--- config.mk ---
export PLATFORM = sky130hd
export DESIGN_NAME = mfm_fm_byte_codec
export DESIGN_NICKNAME = d
export VERILOG_FILES = /design/src/rtl/mfmc_pkg.sv /design/src/rtl/mfm_fm_byte_codec.sv
export SDC_FILE = /design/constraint.sdc
export NUM_CORES = 1
export LEC_CHECK = 0
export BUFFER_PORTS_ARGS = -buffer_cell sky130_fd_sc_hd__buf_2
export CORE_MARGIN = 2
export CORE_UTILIZATION = 40
export DETAILED_ROUTE_END_ITERATION = 12
export PLACE_DENSITY_LB_ADDON = 0.05
export SLEW_MARGIN = 40
export SYNTH_ARGS = -nofsm -noshare
export SYNTH_HDL_FRONTEND = slang
export SYNTH_SLANG_ARGS = --single-unit
--- constraint.sdc ---
create_clock -name i_clk -period 1.95 [get_ports i_clk]
set_clock_uncertainty 0.15 [all_clocks]
set_input_delay 0 -clock i_clk [delete_from_list [all_inputs] [get_ports i_clk]]
set_output_delay 0 -clock i_clk [all_outputs]
set_load 0.05 [all_outputs]
--- src/rtl/mfmc_pkg.sv ---
// Shared types and constants for the MFM/FM byte codec.
// No dependencies; used by the codec top level and its checker.
`timescale 1ns / 1ps
`default_nettype none

package mfmc_pkg;

    typedef enum logic [1:0] {
        KIND_ENC_DATA = 2'd0,
        KIND_ENC_MARK = 2'd1,
        KIND_DECODE   = 2'd2,
        KIND_UNUSED   = 2'd3
    } t_kind;

    typedef enum logic {
        MODE_MFM = 1'b0,
        MODE_FM  = 1'b1
    } t_line_mode;

    typedef struct packed {
        t_kind       kind;
        logic [7:0]  data_byte;
        logic [15:0] coded_in;
    } t_in_beat;

    typedef struct packed {
        logic [15:0] encoded_word;
        logic [7:0]  decoded_byte;
    } t_out_beat;

    // Mark bytes and their missing-clock cell words.
    localparam logic [7:0]  FM_MARK_INDEX = 8'hFC;
    localparam logic [7:0]  FM_MARK_ID    = 8'hFE;
    localparam logic [7:0]  FM_MARK_DATA  = 8'hFB;
    localparam logic [7:0]  FM_MARK_DEL   = 8'hF8;
    localparam logic [15:0] FM_WORD_INDEX = 16'hF77A;
    localparam logic [15:0] FM_WORD_ID    = 16'hF57E;
    localparam logic [15:0] FM_WORD_DATA  = 16'hF56F;
    localparam logic [15:0] FM_WORD_DEL   = 16'hF56A;

    localparam logic [7:0]  MFM_MARK_A1   = 8'hA1;
    localparam logic [7:0]  MFM_MARK_C2   = 8'hC2;
    localparam logic [15:0] MFM_WORD_A1   = 16'h4489;
    localparam logic [15:0] MFM_WORD_C2   = 16'h5224;

endpackage

`default_nettype wire

--- src/rtl/mfm_fm_byte_codec.sv ---
// MFM/FM floppy byte codec: encodes bytes and marks into 16-bit cell words
// and decodes cell words back into bytes. Depends on mfmc_pkg.
`timescale 1ns / 1ps
`default_nettype none

// The codec takes one beat per clock while o_stall is low and returns one
// result beat for every input beat: the beat first lands in the input register,
// then its cell word or byte is computed combinationally and loaded into the
// result register. Sustained rate, with the output not stalled, is one
// beat per cycle; the only carried state is the last data bit encoded, which
// is updated as each encode beat moves into the result register, so beats
// are coded strictly in arrival order. A stall on the output side holds the
// result register and, once the input register is also full, raises o_stall.
// The line mode register (0 = MFM, 1 = FM) is written with i_cfg_we and
// should only be changed while no beats are in flight.
module mfm_fm_byte_codec (
    input  wire                   i_clk,
    input  wire                   i_rst_n,
    input  wire                   i_cfg_we,
    input  wire                   i_cfg_data,
    input  wire                   i_valid,
    output logic                  o_stall,
    input  mfmc_pkg::t_in_beat    i_in,
    output logic                  o_valid,
    input  wire                   i_stall,
    output mfmc_pkg::t_out_beat   o_out
);
    import mfmc_pkg::*;

    t_line_mode r_mode;
    logic       r_last_bit;
    logic       n_last_bit;

    logic       r_in_vld;
    t_in_beat   r_in;
    logic       r_out_vld;
    t_out_beat  r_out;
    t_out_beat  n_out;

    logic       out_free;
    logic       in_move;

    logic [15:0] fm_word;
    logic [15:0] mfm_word;
    logic [8:0]  mfm_bits;
    logic [7:0]  dec_byte;

    // The result register can take a new beat when empty or being drained.
    assign out_free = !r_out_vld || !i_stall;
    assign in_move  = r_in_vld && out_free;
    assign o_stall  = r_in_vld && !out_free;
    assign o_valid  = r_out_vld;
    assign o_out    = r_out;

    // The data bits with the last bit of the previous byte on their left.
    assign mfm_bits = {r_last_bit, r_in.data_byte};

    // Cell words: each data bit sits at an even position with its clock above it.
    // In MFM the clock of bit 7 looks back at the last bit of the previous byte.
    always_comb begin
        for (int i = 0; i < 8; i++) begin
            fm_word[2*i]      = r_in.data_byte[i];
            fm_word[2*i+1]    = 1'b1;
            mfm_word[2*i]     = r_in.data_byte[i];
            mfm_word[2*i+1]   = !mfm_bits[i+1] && !mfm_bits[i];
            dec_byte[i]       = r_in.coded_in[2*i];
        end
    end

    always_comb begin
        n_out      = '0;
        n_last_bit = r_last_bit;
        case (r_in.kind)
            KIND_ENC_DATA, KIND_ENC_MARK: begin
                n_last_bit = r_in.data_byte[0];
                if (r_mode == MODE_FM) begin
                    n_out.encoded_word = fm_word;
                    if (r_in.kind == KIND_ENC_MARK) begin
                        case (r_in.data_byte)
                            FM_MARK_INDEX: n_out.encoded_word = FM_WORD_INDEX;
                            FM_MARK_ID:    n_out.encoded_word = FM_WORD_ID;
                            FM_MARK_DATA:  n_out.encoded_word = FM_WORD_DATA;
                            FM_MARK_DEL:   n_out.encoded_word = FM_WORD_DEL;
                            default:       n_out.encoded_word = fm_word;
                        endcase
                    end
                end else begin
                    n_out.encoded_word = mfm_word;
                    if (r_in.kind == KIND_ENC_MARK) begin
                        case (r_in.data_byte)
                            MFM_MARK_A1: n_out.encoded_word = MFM_WORD_A1;
                            MFM_MARK_C2: n_out.encoded_word = MFM_WORD_C2;
                            default:     n_out.encoded_word = mfm_word;
                        endcase
                    end
                end
            end
            KIND_DECODE: begin
                n_out.decoded_byte = dec_byte;
            end
            default: begin
                n_out = '0;
            end
        endcase
    end

    // Control state.
    always_ff @(posedge i_clk) begin
        if (!i_rst_n) begin
            r_mode     <= MODE_MFM;
            r_last_bit <= 1'b0;
            r_in_vld   <= 1'b0;
            r_out_vld  <= 1'b0;
        end else begin
            if (i_cfg_we) begin
                r_mode <= t_line_mode'(i_cfg_data);
            end
            if (!o_stall) begin
                r_in_vld <= i_valid;
            end
            if (out_free) begin
                r_out_vld <= r_in_vld;
            end
            if (in_move) begin
                r_last_bit <= n_last_bit;
            end
        end
    end

    // Payload registers.
    always_ff @(posedge i_clk) begin
        if (!o_stall && i_valid) begin
            r_in <= i_in;
        end
        if (in_move) begin
            r_out <= n_out;
        end
    end

endmodule

`default_nettype wire

# Word level (Yosys, flattened, before mapping)
# Cells that the tools add are included.
dict set report op_classes {
  eq_ne 8
  mux 5
  reduce_logical 28
}
# op count
set ops {}
lappend ops {{$pmux W15 S4} 1}
lappend ops {{$eq A8 B8 Y1 const B} 6}
lappend ops {{$mux W16} 2}
lappend ops {{$pmux W16 S2} 1}
lappend ops {{$mux W15} 1}
lappend ops {{$logic_not A1 Y1} 13}
lappend ops {{$logic_and A1 B1 Y1} 11}
lappend ops {{$eq A2 B1 Y1 const B} 1}
lappend ops {{$eq A2 B2 Y1 const B} 1}
lappend ops {{$logic_not A2 Y1} 1}
lappend ops {{$reduce_and A2 Y1} 1}
lappend ops {{$reduce_or A2 Y1} 1}
lappend ops {{$logic_or A1 B1 Y1} 1}
dict set report totals {
  register_bits 53
  inputBits 32
  word_cells 50
}

# Depth between registers and ports, before layout
# Gate-level depths: netlist of run 1.
dict set report depth {
  word_depth 6
  depth_mapped 5
  mapped_depth_nobuf 4
}

# Worst setup path after synthesis of run 1
# Ideal clock, no wire load.
dict set report synth_timing {
  path_kind {flip-flop to flip-flop}
  start {reg r_out_vld, in the netlist o_valid}
  end {reg r_in (netlist bit dec_byte[0]), enable pin}
  setup_time_ns 0.395
  arrival_ns 1.850
  path_slack_ns -0.445
  stages_incl_launch_ff 3
  n_path_buf 0
  period_less_slack_ns 2.395
  cell_sequence {dfxtp_1 -> and3_1 -> nor2b_1}
}
dict set report synth_via {
  elab_chain_cells 6
}
# item line
set synth_lines {}
lappend synth_lines {{from (decl)} mfm_fm_byte_codec.sv:36} ;# logic r_out_vld;
lappend synth_lines {{from (signal assigned)} mfm_fm_byte_codec.sv:122} ;# r_out_vld <= r_in_vld;
lappend synth_lines {{$logic_not A1 Y1} mfm_fm_byte_codec.sv:49} ;# assign out_free = !r_out_vld || !i_stall;
lappend synth_lines {{$logic_or A1 B1 Y1} mfm_fm_byte_codec.sv:49}
lappend synth_lines {{$logic_not A1 Y1} mfm_fm_byte_codec.sv:51} ;# assign o_stall = r_in_vld && !out_free;
lappend synth_lines {{$logic_and A1 B1 Y1} mfm_fm_byte_codec.sv:51}
lappend synth_lines {{via o_stall} mfm_fm_byte_codec.sv:22} ;# output logic o_stall,
lappend synth_lines {{$logic_not A1 Y1} mfm_fm_byte_codec.sv:132} ;# if (!o_stall && i_valid) begin
lappend synth_lines {{$logic_and A1 B1 Y1} mfm_fm_byte_codec.sv:132}
lappend synth_lines {{to (signal assigned)} mfm_fm_byte_codec.sv:133} ;# r_in <= i_in;
lappend synth_lines {{to (decl)} mfm_fm_byte_codec.sv:35} ;# t_in_beat r_in;
# The timed path passes the listed nets, and every way through them passes these cells.
# A chain may end at the register's enable or synchronous reset.

# Worst setup path in the final report of run 1
dict set report layout_timing {
  start {in i_stall}
  end {reg r_in_vld}
}
dict set report layout_via {
  elab_chain_cells 4
}
# item line
set layout_lines {}
lappend layout_lines {{from (decl)} mfm_fm_byte_codec.sv:25} ;# input wire i_stall,
lappend layout_lines {{$logic_not A1 Y1} mfm_fm_byte_codec.sv:49}
lappend layout_lines {{$logic_or A1 B1 Y1} mfm_fm_byte_codec.sv:49}
lappend layout_lines {{$logic_not A1 Y1} mfm_fm_byte_codec.sv:51}
lappend layout_lines {{$logic_and A1 B1 Y1} mfm_fm_byte_codec.sv:51}
lappend layout_lines {{to (signal assigned)} mfm_fm_byte_codec.sv:119} ;# r_in_vld <= i_valid;
lappend layout_lines {{to (decl)} mfm_fm_byte_codec.sv:34} ;# logic r_in_vld;
# No other way between the ends.

==> out/summary.txt, run 1 <==
status: complete, no violations
crit path time final: 1.62 ns
via count: 1160
post-route ant nets: 0
hpwl dp: 2.06 mm
CTS Buffer Depth: 2
Mapped Cells: 113
drt initial violations: 99
Worst setup EP type: flip-flop
R2R Path Start: o_valid
clk slew on worst S/H paths: 0.08 ns
Setup Fix Bufs, Post-CTS: 0
crit path kind: in2reg
Overall Global Routing Usage: 13.9%
synth warn: 0
Fin Setup TNS: 0 ns
Remaining DRCs: 0
RSZ-0062 raised after global routing: no
routed vias/inst: 4.77
Hold Slack: 0.267 ns
Worst-Skew Late Latency: 0.28 ns
reg2reg end: r_in_vld
Syn Std Cell Area: 1740 sq um
chip height: 70.0 um
placed insts: 211
Leak Pwr: 0.951 nW
first-pass GRT wire length: 5.18 mm
Total Power: 1.95 mW
Final Cycle Share: 83.1%
gr busiest metal: met2
share of cells above drive strength 1: 33.7%
Final Core Density: 58.5%
die width: 70.0 um
Worst R2R Setup Slack: 0.37 ns
area grow syn2layout: 37.1%
vias in the first global route: 1173
CTS root buffer: clkbuf_8
Slew @ Worst Pin: 0.505 ns
met1 usage: 14.0%
Final #Nets: 224
# clock sinks: 46
Pwr Density: 817 nW/um^2
Worst slew margin: 66.3%
Critical Path AT: 1.65 ns
CP startpoint: i_stall
H-tree Lvls: 2
crit path to: r_in_vld
Initial Util: 42.6%
met2 Track Usage GR: 25.2%
HP Class: in2reg
Final Max Tran Viols: 0
most frequent cells in the layout: buf_2 (49), edfxtp_1 (42), dlygate4sd3_1 (24)
final non-filler cell total: 243
pin count of the biggest net entering global routing: 19
GP Congestion: 0.873
register bit count reported by yosys: 46
VDD IR max: 0.434 mV
Final Hold Viols: 0
met3 usage in global routing: 5.05%
Syn Nets: 145
max-cap violation count: 0
Diodes inserted: 0
IO Count: 58
final wirelength: 3.10 mm
Final setup viols: 0
post-synthesis sequential area ratio: 77.0%
reg2reg path depth: 3
Post-Syn Area per Cell: 15.4 sq um
Worst setup SP type: input pin
most common cell after layout, fill and taps aside: buf_2
worst-path fanout max: 3
die area: 4900 sq um
CTS tree: built
core area: 4090 sq um
global route overflow: 0
worst endpoint required time: 1.98 ns
Pre-antenna DRT Iters: 4
initial antenna violation count: 0
Row Count: 23
Port Buf Inserts: 49
post-synthesis cell type count: 28
DR WL/cell: 12.8 um
Max Clock Freq: 617 MHz
Num CTS Buffers: 5
[cell families (layout without fill, tap and decap cells)]
group / after synthesis / after routing / synth area share, %
DFF: 46 / 46 / 77.0
AOI/OAI and AO/OA: 9 / 9 / 4.38
buffers and inverters: 4 / 84 / 0.934
muxes: 3 / 3 / 1.87
xor gates and xnor gates: 2 / 2 / 1.01
and+or+nand+nor: 49 / 49 / 14.8
[sequential cells by signal, indices dropped and copies added, names as in the netlist]
| name | cells |
|---|---|
| o_out | 24 |
| r_last_bit | 1 |
| fm_word | 8 |
| o_valid | 1 |
| r_in_vld | 1 |
| r_mode | 1 |
| r_in | 2 |
| dec_byte | 8 |
[synth_stat cells]
| cell type | n | area share [%] |
|---|---|---|
| o41ai_2 | 1 | 0.93 |
| nor4_1 | 2 | 0.72 |
| nor2b_2 | 1 | 0.50 |
| inv_2 | 1 | 0.22 |
| o21ai_1 | 2 | 0.57 |
| o21a_1 | 1 | 0.43 |
| mux2_2 | 1 | 0.65 |
| and2_1 | 9 | 3.2 |
| nor2_1 | 17 | 3.7 |
| nor2b_1 | 10 | 3.6 |
| a21oi_1 | 2 | 0.57 |
| nand4_1 | 1 | 0.36 |
| a211oi_2 | 1 | 0.72 |
| mux2_1 | 1 | 0.65 |
| edfxtp_1 | 42 | 72 |
| buf_2 | 1 | 0.29 |
| or2_2 | 1 | 0.36 |
| nand3_1 | 1 | 0.29 |
| mux2i_1 | 1 | 0.57 |
| xnor2_1 | 1 | 0.50 |
| a21boi_2 | 1 | 0.65 |
| o41ai_1 | 1 | 0.50 |
| nand2b_1 | 1 | 0.36 |
| dfxtp_1 | 4 | 4.6 |
| nand2_1 | 3 | 0.65 |
| clkbuf_1 | 2 | 0.43 |
| xor2_1 | 1 | 0.50 |
| and3_1 | 3 | 1.1 |
[where the power goes]
part / leakage (nW) / internal [mW] / switching (mW)
logic: 0.475 / 0.0996 / 0.164
registers: 0.436 / 1.14 / 0.0278
clock network: 0.0407 / 0.239 / 0.284
[worst max-delay path: stages]
cell and delay, ns:
dlygate4sd3_1 0.54, buf_2 0.15, and3_2 0.24, o21a_1 0.16, dlygate4sd3_1 0.55
[how the worst min path moves through the flow]
stage,startpoint,end,cells after the start
2_1_floorplan,i_in[0],dec_byte[0],0
4_1_cts,i_in[10],dec_byte[5],2
5_1_grt,i_in[25],r_in[25],2
3_3_place_gp,i_in[2],dec_byte[1],1
6_report,i_in[25],r_in[25],2
3_5_place_dp,i_in[4],dec_byte[2],1
[through the flow]
stage          setup WS [ns]  instance area (sq um)
5_1_grt                0.288                   2390
2_1_floorplan         0.0305                   1760
4_1_cts                0.360                   2390
6_report               0.330                   2390
3_5_place_dp           0.378                   2070
3_3_place_gp           0.395                   2070
[layout make-up]
type / count / area [sq um]
timing repair buffer: 75 / 500
sequential: 46 / 1340
clock buffer: 5 / 68.8
tap: 50 / 62.6
fill: 356 / 1700
inverter: 1 / 3.75
clock inverter: 3 / 11.3
multi-input combinational: 63 / 400
[timing repair]
action / in CTS / in global routing
hold buffers: 24 / 0
hold endpoints to repair: 30 / 0
gates resized for setup: 0 / 0
[per-layer routing]
| layer | vias to the layer above | wire, um | part of all wire (%) |
|---|---|---|---|
| met3 | 6 | 203 | 6.5 |
| met2 | 42 | 1680 | 54 |
| li1 | 562 | - | - |
| met1 | 550 | 1170 | 38 |
| met4 | 0 | 43 | 1.4 |
| met5 | - | 0 | 0 |
Power figures use the tool's default switching activity.
==> run 2: changes to the inputs <==
==> constraint.sdc (replaced) <==
create_clock -name i_clk -period 1.5 [get_ports i_clk]
set_clock_uncertainty 0.15 [all_clocks]
set_input_delay 0 -clock i_clk [delete_from_list [all_inputs] [get_ports i_clk]]
set_output_delay 0 -clock i_clk [all_outputs]
set_load 0.05 [all_outputs]
==> out/summary.txt, run 2 (same netlist as run 1, synthesis figures left out) <==
status: complete, no violations
Max Clock Freq: 678 MHz
Leak Pwr: 1.03 nW
via count: 1216
Worst-Skew Late Latency: 0.30 ns
pre-CTS setup slack: -0.0416 ns
Num CTS Buffers: 5
Worst slew margin: 69.8%
max FFs per register: 24
Fillers: 316
most frequent cells in the layout: buf_2 (49), edfxtp_1 (42), dlygate4sd3_1 (23)
pin count of the biggest net entering global routing: 17
Worst setup SP type: flip-flop
PnR worst setup slack: 0.0255 ns
Remaining DRCs: 0
share of cells above drive strength 1: 43.0%
vias in the first global route: 1218
die area: 4900 sq um
reg2reg end: o_out[13]
die width: 70.0 um
hpwl dp: 2.32 mm
final wirelength: 3.44 mm
crit path time final: 1.47 ns
chip height: 70.0 um
Hold Path End: dec_byte[2]
Worst setup EP type: flip-flop
Overall Global Routing Usage: 15.0%
RSZ-0062 raised after global routing: yes
HP Class: in2reg
final non-filler cell total: 257
Row Count: 23
R2R Path Start: fm_word[10]
area grow syn2layout: 46.1%
most common cell after layout, fill and taps aside: buf_2
multi-input logic area: 425 sq um
worst endpoint required time: 1.41 ns
Diodes inserted: 0
drt initial violations: 100
CP cell instances: buf_4, nand2_1, nor4_1, and3_1, o41ai_2
HP Start: i_in[4]
CTS tree: built
Hold Path Stages: 2
reg2reg path depth: 5
IO Count: 58
initial antenna violation count: 0
Reg area: 1350 sq um
core area: 4090 sq um
crit path kind: reg2reg
global route overflow: 0
DR WL/cell: 13.4 um
routed vias/inst: 4.73
CTS Buffer Depth: 2
Initial Util: 42.6%
placed insts: 222
H-tree Lvls: 2
Critical Path AT: 1.38 ns
max-cap violation count: 0
# clock sinks: 46
Final Max Tran Viols: 0
Port Buf Inserts: 49
Pwr Density: 1050 nW/um^2
CTS root buffer: clkbuf_8
Crit path max-delay family: simple AND/OR/NAND/NOR gates
VDD IR max: 0.633 mV
CP startpoint: fm_word[10]
crit path buf inv count: 1
worst-path fanout max: 5
Final setup viols: 0
Slew @ Worst Pin: 0.451 ns
Final #Nets: 238
Final Cycle Share: 98.3%
crit path max-delay cell type: edfxtp_1
post-route ant nets: 0
clk slew on worst S/H paths: 0.09 ns
Pre-antenna DRT Iters: 4
Worst R2R Setup Slack: 0.03 ns
GP Congestion: 0.829
Final Hold Viols: 0
first-pass GRT wire length: 5.57 mm
CP peak stage delay: 0.41 ns
[run 2: worst reg2reg max path, delay by kind of cell, from the launching register on]
kind                   cells  cell delay [ns]
AO/OA/AOI/OAI              1             0.06
buffers and inverters      1             0.14
AND/OR/NAND/NOR            3             0.47
flip-flops                 1             0.41
[run 2: layer usage]
layer / vias to the layer above / GRT usage, % / part of all wire (%)
li1: 592 / - / -
met4: 0 / 7.05 / 2.0
met1: 570 / 16.2 / 38
met5: - / 0 / 0
met3: 6 / 4.76 / 5.7
met2: 48 / 26.5 / 54
[run 2: worst max-delay path by stage]
stage / endpoint / depth (start not counted) / slack (ns)
2_1_floorplan: r_last_bit / 4 / -0.25
3_3_place_gp: o_out[17] / 4 / -0.001
3_5_place_dp: o_out[17] / 4 / -0.04
4_1_cts: o_out[17] / 4 / 0.02
5_1_grt: o_out[15] / 4 / -0.05
6_report: o_out[13] / 5 / 0.03
[run 2: cell type report]
class / instances / area share [%]
Sequential cell: 46 / 52.9
Timing Repair Buffer: 89 / 24.2
Multi-Input combinational cell: 63 / 16.7
Clock buffer: 5 / 2.70
Tap cell: 50 / 2.46
Clock inverter: 3 / 0.934
Inverter: 1 / 0.147
[run 2: repair_timing]
| item | in CTS | in global routing |
|---|---|---|
| buffers inserted | 2 | 2 |
| pin swaps | 0 | 3 |
| hold buffers | 23 | 0 |
| setup endpoints to repair | 1 | 3 |
| gates resized for setup | 2 | 3 |
| endpoints found under the hold margin | 22 | 0 |
| gates cloned | 0 | 0 |
[run 2: metrics by stage]
stage / setup TNS, ns / cell area [sq um] / hold slack [ns] / util, % / power, mW
after floorplan: -2.27 / 1760 / -0.0511 / - / 1.75
after global placement: -0.00115 / 2170 / 0.0276 / 53.0 / 1.86
after detailed placement: -0.0416 / 2170 / 0.0283 / 53.0 / 1.87
after CTS: 0 / 2510 / 0.243 / 61.5 / 2.68
after global routing: -0.184 / 2540 / 0.240 / 62.3 / 2.77
final: 0 / 2540 / 0.249 / 62.3 / 2.66
[run 2: power by group]
| group | switching (mW) | leakage [nW] | total [mW] | internal, mW |
|---|---|---|---|---|
| clock network | 0.432 | 0.0408 | 0.766 | 0.333 |
| registers | 0.0337 | 0.436 | 1.51 | 1.48 |
| logic | 0.229 | 0.555 | 0.389 | 0.159 |
| total | 0.696 | 1.03 | 2.66 | 1.97 |
